===== src/rtl/core/crgd_pkg.sv =====
package crgd_pkg;

  // Fixed field widths of the external payload.
  localparam int unsigned SampleW   = 12;
  localparam int unsigned ShortSumW = 16;
  localparam int unsigned ThrW      = 19;

  // Threshold value after reset, in hundredths of an ADC LSB.
  localparam logic [ThrW-1:0] ThrReset = 19'd1861;

  typedef enum logic [1:0] {
    PHASE_OFF  = 2'd0,
    PHASE_WARM = 2'd1,
    PHASE_MON  = 2'd2
  } phase_e;

  typedef struct packed {
    logic [SampleW-1:0] sample;
    logic               gate_open;
  } in_t;

  typedef struct packed {
    logic                 detected;
    phase_e               phase;
    logic [ShortSumW-1:0] short_sum;
  } out_t;

endpackage


===== src/rtl/core/current_rise_grip_detector_top.sv =====
// Current-rise grip detector.
// Throughput: one beat per cycle unless the output stalls and every stage is full.
// Stages: sum update, constant products, and final add and compare, each registered
// with its own valid bit.
// Reset: asynchronous, active low; clears the running sums, counters, baseline and
// pipeline valids and loads the default threshold. The history cells are not reset.
module current_rise_grip_detector_top #(
  parameter int unsigned LONG_WINDOW  = 100,
  parameter int unsigned SHORT_WINDOW = 10,
  parameter int unsigned WARMUP_TICKS = 200,
  parameter int unsigned SAMPLE_BITS  = 12
) (
  input  logic                             clk_i,
  input  logic                             rst_ni,
  input  logic                             cfg_we_i,
  input  logic [crgd_pkg::ThrW-1:0]        cfg_wdata_i,
  input  logic                             in_valid_i,
  output logic                             in_ready_o,
  input  crgd_pkg::in_t                    in_data_i,
  output logic                             out_valid_o,
  input  logic                             out_ready_i,
  output crgd_pkg::out_t                   out_data_o
);

  import crgd_pkg::*;

  // Bounds of the exact sums. The comparison is
  //   100*L*recent > 100*S*baseline + S*L*threshold
  // and neither side exceeds CmpMax.
  localparam longint unsigned SampleMax = (64'd1 << SAMPLE_BITS) - 64'd1;
  localparam longint unsigned ThrMax    = (64'd1 << ThrW) - 64'd1;
  localparam longint unsigned RecentMax = SHORT_WINDOW * SampleMax;
  localparam longint unsigned WindowMax = LONG_WINDOW * SampleMax;
  localparam longint unsigned CmpMax    =
    longint'(SHORT_WINDOW) * LONG_WINDOW * (100 * SampleMax + ThrMax);

  localparam int unsigned RecentW = $clog2(RecentMax + 1);
  localparam int unsigned WindowW = $clog2(WindowMax + 1);
  localparam int unsigned CmpW    = $clog2(CmpMax + 1);
  localparam int unsigned WarmW   = $clog2(WARMUP_TICKS + 2);
  localparam int unsigned FillW   = $clog2(LONG_WINDOW + 1);

  localparam longint unsigned LhsK  = 100 * LONG_WINDOW;
  localparam longint unsigned BaseK = 100 * SHORT_WINDOW;
  localparam longint unsigned ThrK  = SHORT_WINDOW * LONG_WINDOW;

  // ---------------------------------------------------------------------------
  // Handshake and stage advance. Each stage moves when it is empty or when the
  // stage after it moves, so bubbles are squeezed out while the output stalls.
  // ---------------------------------------------------------------------------
  logic out_vld_q, s2_vld_q, s1_vld_q;
  logic out_adv, s2_adv, s1_adv, in_fire;

  assign out_adv    = !out_vld_q || out_ready_i;
  assign s2_adv     = !s2_vld_q || out_adv;
  assign s1_adv     = !s1_vld_q || s2_adv;
  assign in_ready_o = s1_adv;
  assign in_fire    = in_valid_i && s1_adv;

  // ---------------------------------------------------------------------------
  // Threshold register.
  // ---------------------------------------------------------------------------
  logic [ThrW-1:0] thr_q;

  always_ff @(posedge clk_i or negedge rst_ni) begin
    if (!rst_ni) begin
      thr_q <= ThrReset;
    end else if (cfg_we_i) begin
      thr_q <= cfg_wdata_i;
    end
  end

  // ---------------------------------------------------------------------------
  // History: a row of cells that shifts once per gated beat. The newest sample
  // sits in the first cell, so the taps show the samples leaving each window.
  // ---------------------------------------------------------------------------
  logic [SAMPLE_BITS-1:0] smp;
  logic                   hist_shift;
  logic [SAMPLE_BITS-1:0] tap_short, tap_long;

  assign smp        = SAMPLE_BITS'(in_data_i.sample);
  assign hist_shift = in_fire && in_data_i.gate_open;

  crgd_chain #(
    .WIDTH (SAMPLE_BITS),
    .DEPTH (LONG_WINDOW),
    .TAP   (SHORT_WINDOW)
  ) u_chain (
    .clk_i       (clk_i),
    .shift_i     (hist_shift),
    .data_i      (smp),
    .tap_short_o (tap_short),
    .tap_long_o  (tap_long)
  );

  // ---------------------------------------------------------------------------
  // Running sums and warm-up control, updated on every accepted beat.
  // A cell only feeds a subtraction once the fill count says it was written.
  // ---------------------------------------------------------------------------
  logic [RecentW-1:0] recent_q, recent_d;
  logic [WindowW-1:0] window_q, window_d;
  logic [WindowW-1:0] base_q, base_d;
  logic [WarmW-1:0]   warm_q, warm_d;
  logic [FillW-1:0]   fill_q, fill_d;
  phase_e             phase_d;
  logic [RecentW-1:0] short_leave;
  logic [WindowW-1:0] long_leave;

  always_comb begin
    short_leave = (fill_q >= FillW'(SHORT_WINDOW)) ? RecentW'(tap_short) : '0;
    long_leave  = (fill_q >= FillW'(LONG_WINDOW)) ? WindowW'(tap_long) : '0;
    recent_d    = recent_q;
    window_d    = window_q;
    base_d      = base_q;
    warm_d      = warm_q;
    fill_d      = fill_q;
    phase_d     = PHASE_OFF;
    if (!in_data_i.gate_open) begin
      warm_d = '0;
    end else begin
      recent_d = recent_q - short_leave + RecentW'(smp);
      window_d = window_q - long_leave + WindowW'(smp);
      if (fill_q < FillW'(LONG_WINDOW)) begin
        fill_d = fill_q + FillW'(1);
      end
      priority if (warm_q < WarmW'(WARMUP_TICKS)) begin
        warm_d  = warm_q + WarmW'(1);
        phase_d = PHASE_WARM;
      end else if (warm_q == WarmW'(WARMUP_TICKS)) begin
        // First monitoring beat after warm-up: freeze the baseline.
        warm_d  = warm_q + WarmW'(1);
        base_d  = window_d;
        phase_d = PHASE_MON;
      end else begin
        phase_d = PHASE_MON;
      end
    end
  end

  always_ff @(posedge clk_i or negedge rst_ni) begin
    if (!rst_ni) begin
      recent_q <= '0;
      window_q <= '0;
      base_q   <= '0;
      warm_q   <= '0;
      fill_q   <= '0;
    end else if (in_fire) begin
      recent_q <= recent_d;
      window_q <= window_d;
      base_q   <= base_d;
      warm_q   <= warm_d;
      fill_q   <= fill_d;
    end
  end

  // ---------------------------------------------------------------------------
  // Pipeline valid bits.
  // ---------------------------------------------------------------------------
  always_ff @(posedge clk_i or negedge rst_ni) begin
    if (!rst_ni) begin
      s1_vld_q  <= 1'b0;
      s2_vld_q  <= 1'b0;
      out_vld_q <= 1'b0;
    end else begin
      if (s1_adv) begin
        s1_vld_q <= in_fire;
      end
      if (s2_adv) begin
        s2_vld_q <= s1_vld_q;
      end
      if (out_adv) begin
        out_vld_q <= s2_vld_q;
      end
    end
  end

  // Stage 1: snapshot of the sums after this beat.
  phase_e             s1_phase_q;
  logic [RecentW-1:0] s1_recent_q;
  logic [WindowW-1:0] s1_base_q;

  always_ff @(posedge clk_i) begin
    if (in_fire) begin
      s1_phase_q  <= phase_d;
      s1_recent_q <= recent_d;
      s1_base_q   <= base_d;
    end
  end

  // Stage 2: the three products by constants, each on its own multiplier.
  phase_e               s2_phase_q;
  logic [ShortSumW-1:0] s2_short_q;
  logic [CmpW-1:0]      s2_lhs_q, s2_base_q, s2_thr_q;
  logic [CmpW-1:0]      lhs_d, base_prod_d, thr_prod_d;

  always_comb begin
    lhs_d       = CmpW'(CmpW'(s1_recent_q) * CmpW'(LhsK));
    base_prod_d = CmpW'(CmpW'(s1_base_q) * CmpW'(BaseK));
    thr_prod_d  = CmpW'(CmpW'(thr_q) * CmpW'(ThrK));
  end

  always_ff @(posedge clk_i) begin
    if (s2_adv && s1_vld_q) begin
      s2_phase_q <= s1_phase_q;
      s2_short_q <= ShortSumW'(s1_recent_q);
      s2_lhs_q   <= lhs_d;
      s2_base_q  <= base_prod_d;
      s2_thr_q   <= thr_prod_d;
    end
  end

  // Stage 3: add and compare into the output register.
  out_t            out_d;
  logic [CmpW-1:0] rhs;

  always_comb begin
    rhs             = s2_base_q + s2_thr_q;
    out_d.phase     = s2_phase_q;
    out_d.short_sum = s2_short_q;
    out_d.detected  = (s2_phase_q == PHASE_MON) && (s2_lhs_q > rhs);
  end

  out_t out_q;

  always_ff @(posedge clk_i) begin
    if (out_adv && s2_vld_q) begin
      out_q <= out_d;
    end
  end

  assign out_valid_o = out_vld_q;
  assign out_data_o  = out_q;

  // ---------------------------------------------------------------------------
  // Assertions.
  // ---------------------------------------------------------------------------
  a_detect_only_monitoring : assert property (@(posedge clk_i) disable iff (!rst_ni)
    out_valid_o && out_data_o.detected |-> out_data_o.phase == PHASE_MON)
    else $error("detection reported outside the monitoring phase");

  a_fill_bounded : assert property (@(posedge clk_i) disable iff (!rst_ni)
    fill_q <= FillW'(LONG_WINDOW))
    else $error("fill count ran past the history depth");

  a_gate_clears_warmup : assert property (@(posedge clk_i) disable iff (!rst_ni)
    in_fire && !in_data_i.gate_open |=> warm_q == '0)
    else $error("closed gate did not clear the warm-up count");

  a_ready_when_empty : assert property (@(posedge clk_i) disable iff (!rst_ni)
    !out_vld_q |-> in_ready_o)
    else $error("input stalled with an empty output stage");

endmodule


===== src/rtl/core/crgd_cell.sv =====
module crgd_cell #(
  parameter int unsigned WIDTH = 12
) (
  input  logic             clk_i,
  input  logic             shift_i,
  input  logic [WIDTH-1:0] data_i,
  output logic [WIDTH-1:0] data_o
);

  logic [WIDTH-1:0] data_q;

  // One history slot: it takes its neighbor's sample on every shift.
  always_ff @(posedge clk_i) begin
    if (shift_i) begin
      data_q <= data_i;
    end
  end

  assign data_o = data_q;

endmodule


===== src/rtl/core/crgd_chain.sv =====
module crgd_chain #(
  parameter int unsigned WIDTH = 12,
  parameter int unsigned DEPTH = 100,
  parameter int unsigned TAP   = 10
) (
  input  logic             clk_i,
  input  logic             shift_i,
  input  logic [WIDTH-1:0] data_i,
  output logic [WIDTH-1:0] tap_short_o,
  output logic [WIDTH-1:0] tap_long_o
);

  // link[0] is the incoming sample, link[i + 1] the output of cell i.
  logic [WIDTH-1:0] link [DEPTH+1];

  assign link[0] = data_i;

  for (genvar i = 0; i < DEPTH; i++) begin : g_cell
    crgd_cell #(
      .WIDTH (WIDTH)
    ) u_cell (
      .clk_i   (clk_i),
      .shift_i (shift_i),
      .data_i  (link[i]),
      .data_o  (link[i+1])
    );
  end

  // Before a shift these are the samples that leave the short and long windows.
  assign tap_short_o = link[TAP];
  assign tap_long_o  = link[DEPTH];

endmodule


===== config.mk =====
export PLATFORM = sky130hd
export DESIGN_NAME = current_rise_grip_detector_top
export DESIGN_NICKNAME = d
export VERILOG_FILES = /design/src/rtl/core/crgd_pkg.sv /design/src/rtl/core/current_rise_grip_detector_top.sv /design/src/rtl/core/crgd_cell.sv /design/src/rtl/core/crgd_chain.sv
export SDC_FILE = /design/constraint.sdc
export NUM_CORES = 2
export LEC_CHECK = 0
export ABC_CLOCK_PERIOD_IN_PS = 32900
export BUFFER_PORTS_ARGS = -buffer_cell sky130_fd_sc_hd__buf_2
export CAP_MARGIN = 15
export CELL_PAD_IN_SITES_DETAIL_PLACEMENT = 1
export CELL_PAD_IN_SITES_GLOBAL_PLACEMENT = 1
export CORE_UTILIZATION = 49
export DETAILED_ROUTE_END_ITERATION = 6
export HOLD_SLACK_MARGIN = 0.05
export PLACE_DENSITY_LB_ADDON = 0.1
export SLEW_MARGIN = 15
export SYNTH_ARGS = -nofsm -noshare
export SYNTH_HDL_FRONTEND = slang
export SYNTH_SLANG_ARGS = --single-unit
export TNS_END_PERCENT = 50

===== constraint.sdc =====
create_clock -name clk_i -period 32.9 [get_ports clk_i]
set_input_delay 4.935 -clock clk_i [delete_from_list [all_inputs] [get_ports clk_i]]
set_output_delay 4.935 -clock clk_i [all_outputs]
set_load 0.05 [all_outputs]

* After elaboration in Yosys (flattened, before gate mapping) *
Index checks and enable logic that the tools add are counted.
W data, S select, Z words.

operators by class
  add/subtract/negate cells = 7
  reduce and logical (&&, ||, !) cells = 14
  $lt $le $gt $ge = 5
  div/mod/pow operators = 0
  muxes and demuxes = 10
  bitwise gates (word level) = 0
  shifts and indexed selects = 0
  $mul = 3
  equal/unequal tests = 3

operators by type and width
  kind                      count
  $mux W19                  3
  $mul A19 B7 Y26 const B   2
  $add A29 B29 Y30          1
  $gt A30 B30 Y1            1
  $mul A16 B10 Y26 const B  1
  $mux W12                  2
  $mux W8                   3
  $add A19 B12 Y19          1
  $sub A19 B12 Y19          1
  $add A16 B12 Y16          1
  $mux W16                  1
  $sub A16 B12 Y16          1
  $add A8 B1 Y8 const B     1
  $eq A8 B8 Y1 const B      1
  $lt A8 B8 Y1 const B      1
  $add A7 B1 Y7 const B     1
  $ge A7 B4 Y1 const B      1
  $ge A7 B7 Y1 const B      1
  $lt A7 B7 Y1 const B      1
  $logic_and A1 B1 Y1       5
  $reduce_and A2 Y1         2
  $logic_not A1 Y1          3
  $logic_or A1 B1 Y1        3
  $ne A3 B1 Y1 const B      1
  3 further kinds           3

storage, ports and cells
  input bits = 37
  memories = 0
  bits in latches = 0
  bits in registers = 1443
  RAM bits = 0
  output and inout bits = 21
  ROM bits = 0
  logic and storage cells = 162

* Depth between registers and ports, before layout *
  depth after elaboration = 7
  depth in mapped cells = 19
  mapped depth without buffers = 19

* Hierarchy *
Synthesis repeated with hierarchy kept, for this count alone.

second synthesis, totals
  cell total of the unflattened synthesis = 3329
  area total of the unflattened synthesis = 57806.7 sq um

modules (own cells, without submodules)
  module                          area an instance (sq um)  cells an instance  instances  sequential area each (sq um)
  crgd_cell                       360.3                     12                 100        360.3
  current_rise_grip_detector_top  21772.1                   2129               1          6729.0

* Worst setup path after synthesis *
No wires, ideal clock.

  path kind = input to register
  start = in out_ready_i
  end = reg recent_q[10]
  stages = 7
  data arrival time = 39.454 ns
  slack = -8.080 ns
  required time = 31.373 ns
  buffers on the path = 1
  library setup time = 1.527 ns
  cell sequence = nand4b_1 -> nand2_1 -> inv_2 -> nand2_1 -> inv_2 -> clkbuf_1 -> o21ai_0

between the ends
  longest elaborated chain between the ends = 4

RTL lines
  item                  RTL line                               source
  start, declared       current_rise_grip_detector_top.sv:21   input logic out_ready_i,
  $logic_or A1 B1 Y1    current_rise_grip_detector_top.sv:54   assign out_adv = !out_vld_q || out_ready_i;
  $logic_or A1 B1 Y1    current_rise_grip_detector_top.sv:55   assign s2_adv = !s2_vld_q || out_adv;
  $logic_or A1 B1 Y1    current_rise_grip_detector_top.sv:56   assign s1_adv = !s1_vld_q || s2_adv;
  $logic_and A1 B1 Y1   current_rise_grip_detector_top.sv:58   assign in_fire = in_valid_i && s1_adv;
  end signal, assigned  current_rise_grip_detector_top.sv:148  recent_q <= recent_d;
  end, declared         current_rise_grip_detector_top.sv:100  logic [RecentW-1:0] recent_q, recent_d;

Every way passes these cells.
A chain may end at the register's enable or synchronous reset.

* Final worst setup path *
  start = in out_ready_i
  end = out in_ready_o

between the ends
  longest elaborated chain between the ends = 3

RTL lines
  item                RTL line                              source
  $logic_or A1 B1 Y1  current_rise_grip_detector_top.sv:54
  $logic_or A1 B1 Y1  current_rise_grip_detector_top.sv:55
  $logic_or A1 B1 Y1  current_rise_grip_detector_top.sv:56
  end, declared       current_rise_grip_detector_top.sv:18  output logic in_ready_o,

Every way passes these cells.

==> impl_metrics.py <==
metrics = {
    "synthesis": {
        "synth_top_family_by_area": "adder cells",
        "synth_top_area_share_pct": 70.09,
        "synth_area_per_cell_um2": 17.30,
        "synthMuxAreaShare_pct": 0.5828,
        "synth_ff_type": "edfxtp_1",
        "synthArstFlopShare_pct": 6.324,
        "syn-cell-area_mm2": 0.05775,
        "yosys_warnings": 0,
        "synth_cell_types": 75,
        "synth_edf_count": 1348,
        "ys_ff_latch": 1439,
        "synth_largest_area_cell": "edfxtp_1",
        "synthTopCellsByArea": "edfxtp_1, fa_1, ha_1, dfrtp_1, inv_1",
        "ys_seq_area_share_pct": 74.05,
        "synth_fa_ha_area_share_pct": 12.70,
        "syn_inst": 3339,
        "synth_fp_nets": 3847,
        "yosys.area_share.simple_pct": 3.776,
        "synth-compound-area-share_pct": 4.292,
        "synth_xor_xnor_area_share_pct": 1.707,
    },
    "global_route": {
        "grt_pass1_vias": 28820,
        "grtUsageTotal_pct": 17.39,
        "grt_pass1_wl_um": 161600,
        "antenna_found_initial": 1,
        "grt_overflow_total": 0,
        "grt_max_degree": 228,
    },
    "route": {
        "met2_length_um": 47080,
        "dr.pass1.iters": 4,
        "drtAntennaViolNets": 0,
        "wl_met3_um": 2979,
        "drtIter0Drc": 1523,
        "drc": 0,
        "drt-met1-wl_um": 47230,
        "avgViaCountPerCell": 5.098,
        "wirelength_um": 99550,
        "routedWlPerCell_um": 19.23,
        "highest-signal-layer": "met5",
        "dr_total_vias": 26390,
    },
    "sta": {
        "relSlewSlack_pct": 19.40,
        "rsz0062_at_grt": "false",
        "slew_violations": 0,
        "setup_viol": 0,
        "clock_skew_ns": 0.04597,
        "fmax_mhz": 95.61,
        "fin_crit_ns": 10.46,
        "finalSetupTns_ns": 0,
        "finalCritPeriodShare_pct": 31.79,
        "hold_viol": 0,
        "tightest_slew_ns": 1.209,
    },
    "layout": {
        "num-fill-cells": 10540,
        "drive_above_1_share_pct": 9.559,
        "seq_area_mm2": 0.04276,
        "areaGrowthSynthToFinish_pct": 12.25,
        "num-nets-final": 4041,
        "multi_input_area_mm2": 0.01332,
    },
    "die": {
        "io_pins": 58,
        "initial_core_util_pct": 49.56,
        "fp-row-count": 125,
        "die_height_um": 345.3,
        "core_region_area_mm2": 0.1165,
        "die_area_mm2": 0.1192,
        "die_x_um": 345.3,
    },
    "placed_design": {
        "globalplace.congestion": 0.8255,
        "dp_hpwl_um": 64480,
        "portBuffers": 57,
    },
    "clock_network": {
        "cts_tree": "yes",
        "cts_resized": 0,
        "cts_root_buf": "clkbuf_16",
        "cts_setup_buffers": 0,
        "clk_pin_slew_ns": 0.06,
        "clockBufferDepth": 3,
        "clk_latency_ns": 0.78,
        "cts.htree.levels": 4,
        "numCtsBuffers": 147,
        "cts.hold.buffers_added": 0,
        "clock_sinks": 1439,
    },
    "setup_path": {
        "path_max_fanout": 3,
        "endpoint_kind": "primary output",
        "crit_arrival_ns": 5.52,
        "worstSetupPathType": "input port to primary output",
        "critPathLaunchType": "input port",
        "worstPathRequired_ns": 27.96,
    },
    "run": {
        "maxCapViolations": 0,
    },
    "run_status": {
        "status": "finished, final reports clean",
    },
    "min_path": {
        "min_path_type": "register to register",
    },
}
==> cells in the mapped netlist (19+ instances only) <==
| library cell | count |
|---|---|
| a21o_1 | 50 |
| a21oi_1 | 100 |
| and2_1 | 32 |
| clkbuf_1 | 22 |
| dfrtp_1 | 85 |
| edfxtp_1 | 1348 |
| fa_1 | 192 |
| ha_1 | 279 |
| inv_1 | 411 |
| mux2_2 | 29 |
| nand2_1 | 173 |
| nand2b_1 | 19 |
| nand3_1 | 26 |
| nor2_1 | 75 |
| nor2b_1 | 20 |
| nor3_1 | 33 |
| o21ai_0 | 118 |
| xnor2_1 | 80 |
| xor2_1 | 30 |
==> cell type report <==
type	count	share of cell area, %
multi-input cells	1458	20.55
well taps	1524	2.942
clock buffers	178	5.933
flip-flops and latches	1439	65.97
repair buffers	74	0.6659
clock inverters	89	1.538
inverters	413	2.403
diodes	1	0.003860
==> state kept, by name, indices dropped and copies added, names as in the netlist <==
register and flops:
base_q 19, fill_q 7, out_data_o 19, out_valid_o 1, recent_q 16, s1_base_q 19
s1_phase_q 2, s1_recent_q 16, s1_vld_q 1, s2_base_q 26, s2_lhs_q 22, s2_phase_q 2
s2_short_q 16, s2_thr_q 26, s2_vld_q 1, thr_q 19, u_chain.g_cell.u_cell.data_o 1200, warm_q 8
window_q 19
==> critical path, stage by stage <==
cell,delay [ns]
buf_2,0.10
nand4b_1,0.22
buf_2,0.26
==> worst paths after layout <==
check / start / endpoint / slack (ns) / cells after the start
worst min register to register: u_chain.g_cell[40].u_cell.data_o[4] / u_chain.g_cell[41].u_cell.data_o[4] / 0.41 / 0
min in group asynchronous: rst_ni / warm_q[2] / 4.12 / 1
worst max register to register: thr_q[2] / s2_thr_q[28] / 27.66 / 14
max in group asynchronous: rst_ni / window_q[9] / 27.39 / 2
worst max-delay path: out_ready_i / in_ready_o / 22.44 / 3
worst min-delay path: u_chain.g_cell[40].u_cell.data_o[4] / u_chain.g_cell[41].u_cell.data_o[4] / 0.41 / 0
==> cell families (layout without fill, tap and decap cells) <==
kind of cell | after synthesis | in the layout
XOR/XNOR | 111 | 111
adder cells (fa/ha/maj) | 471 | 471
multiplexers | 30 | 30
AND/OR/NAND/NOR | 452 | 452
flip-flops | 1439 | 1439
other | 0 | 1
AO/OA/AOI/OAI | 394 | 394
buffers and inverters | 442 | 754
==> stage by stage <==
stage,instances,util [%],instance area (um2),hold slack (ns),setup WS (ns)
floorplan,3339,-,57750,0.4003,10.33
global placement,4908,51.47,59980,0.4006,22.45
detailed placement,4908,51.47,59980,0.4051,22.46
CTS,5175,55.63,64820,0.4057,22.43
global route,5175,55.63,64820,0.4122,22.38
finish,5176,55.63,64820,0.4068,22.44
==> layout by cell type, fill, tap and decap left out, drive strengths merged, types with 13 or more instances in the layout <==
| cell | count |
|---|---|
| edfxtp | 1348 |
| buf | 74 |
| nand2 | 173 |
| nor2b | 20 |
| nand2b | 19 |
| and2 | 32 |
| o21a | 17 |
| clkbuf | 178 |
| nor3 | 33 |
| a21o | 51 |
| a21oi | 103 |
| nand4 | 18 |
| dfrtp | 85 |
| xor2 | 30 |
| ha | 279 |
| mux2 | 29 |
| bufinv | 13 |
| clkinv | 60 |
| fa | 192 |
| o21bai | 15 |
| nor2 | 76 |
| xnor2 | 80 |
| o21ai | 124 |
| and3 | 15 |
| nand3 | 26 |
| inv | 423 |
==> routing by layer <==
layer,up-vias,global-route usage (%)
li1,12470,-
met1,13430,24.40
met2,328,27.66
met3,163,3.120
met4,2,5.776
met5,-,0
Power is left out: the tool's default activity adds up to more than one toggle a clock period on the data nets, which glitch-free logic cannot reach.
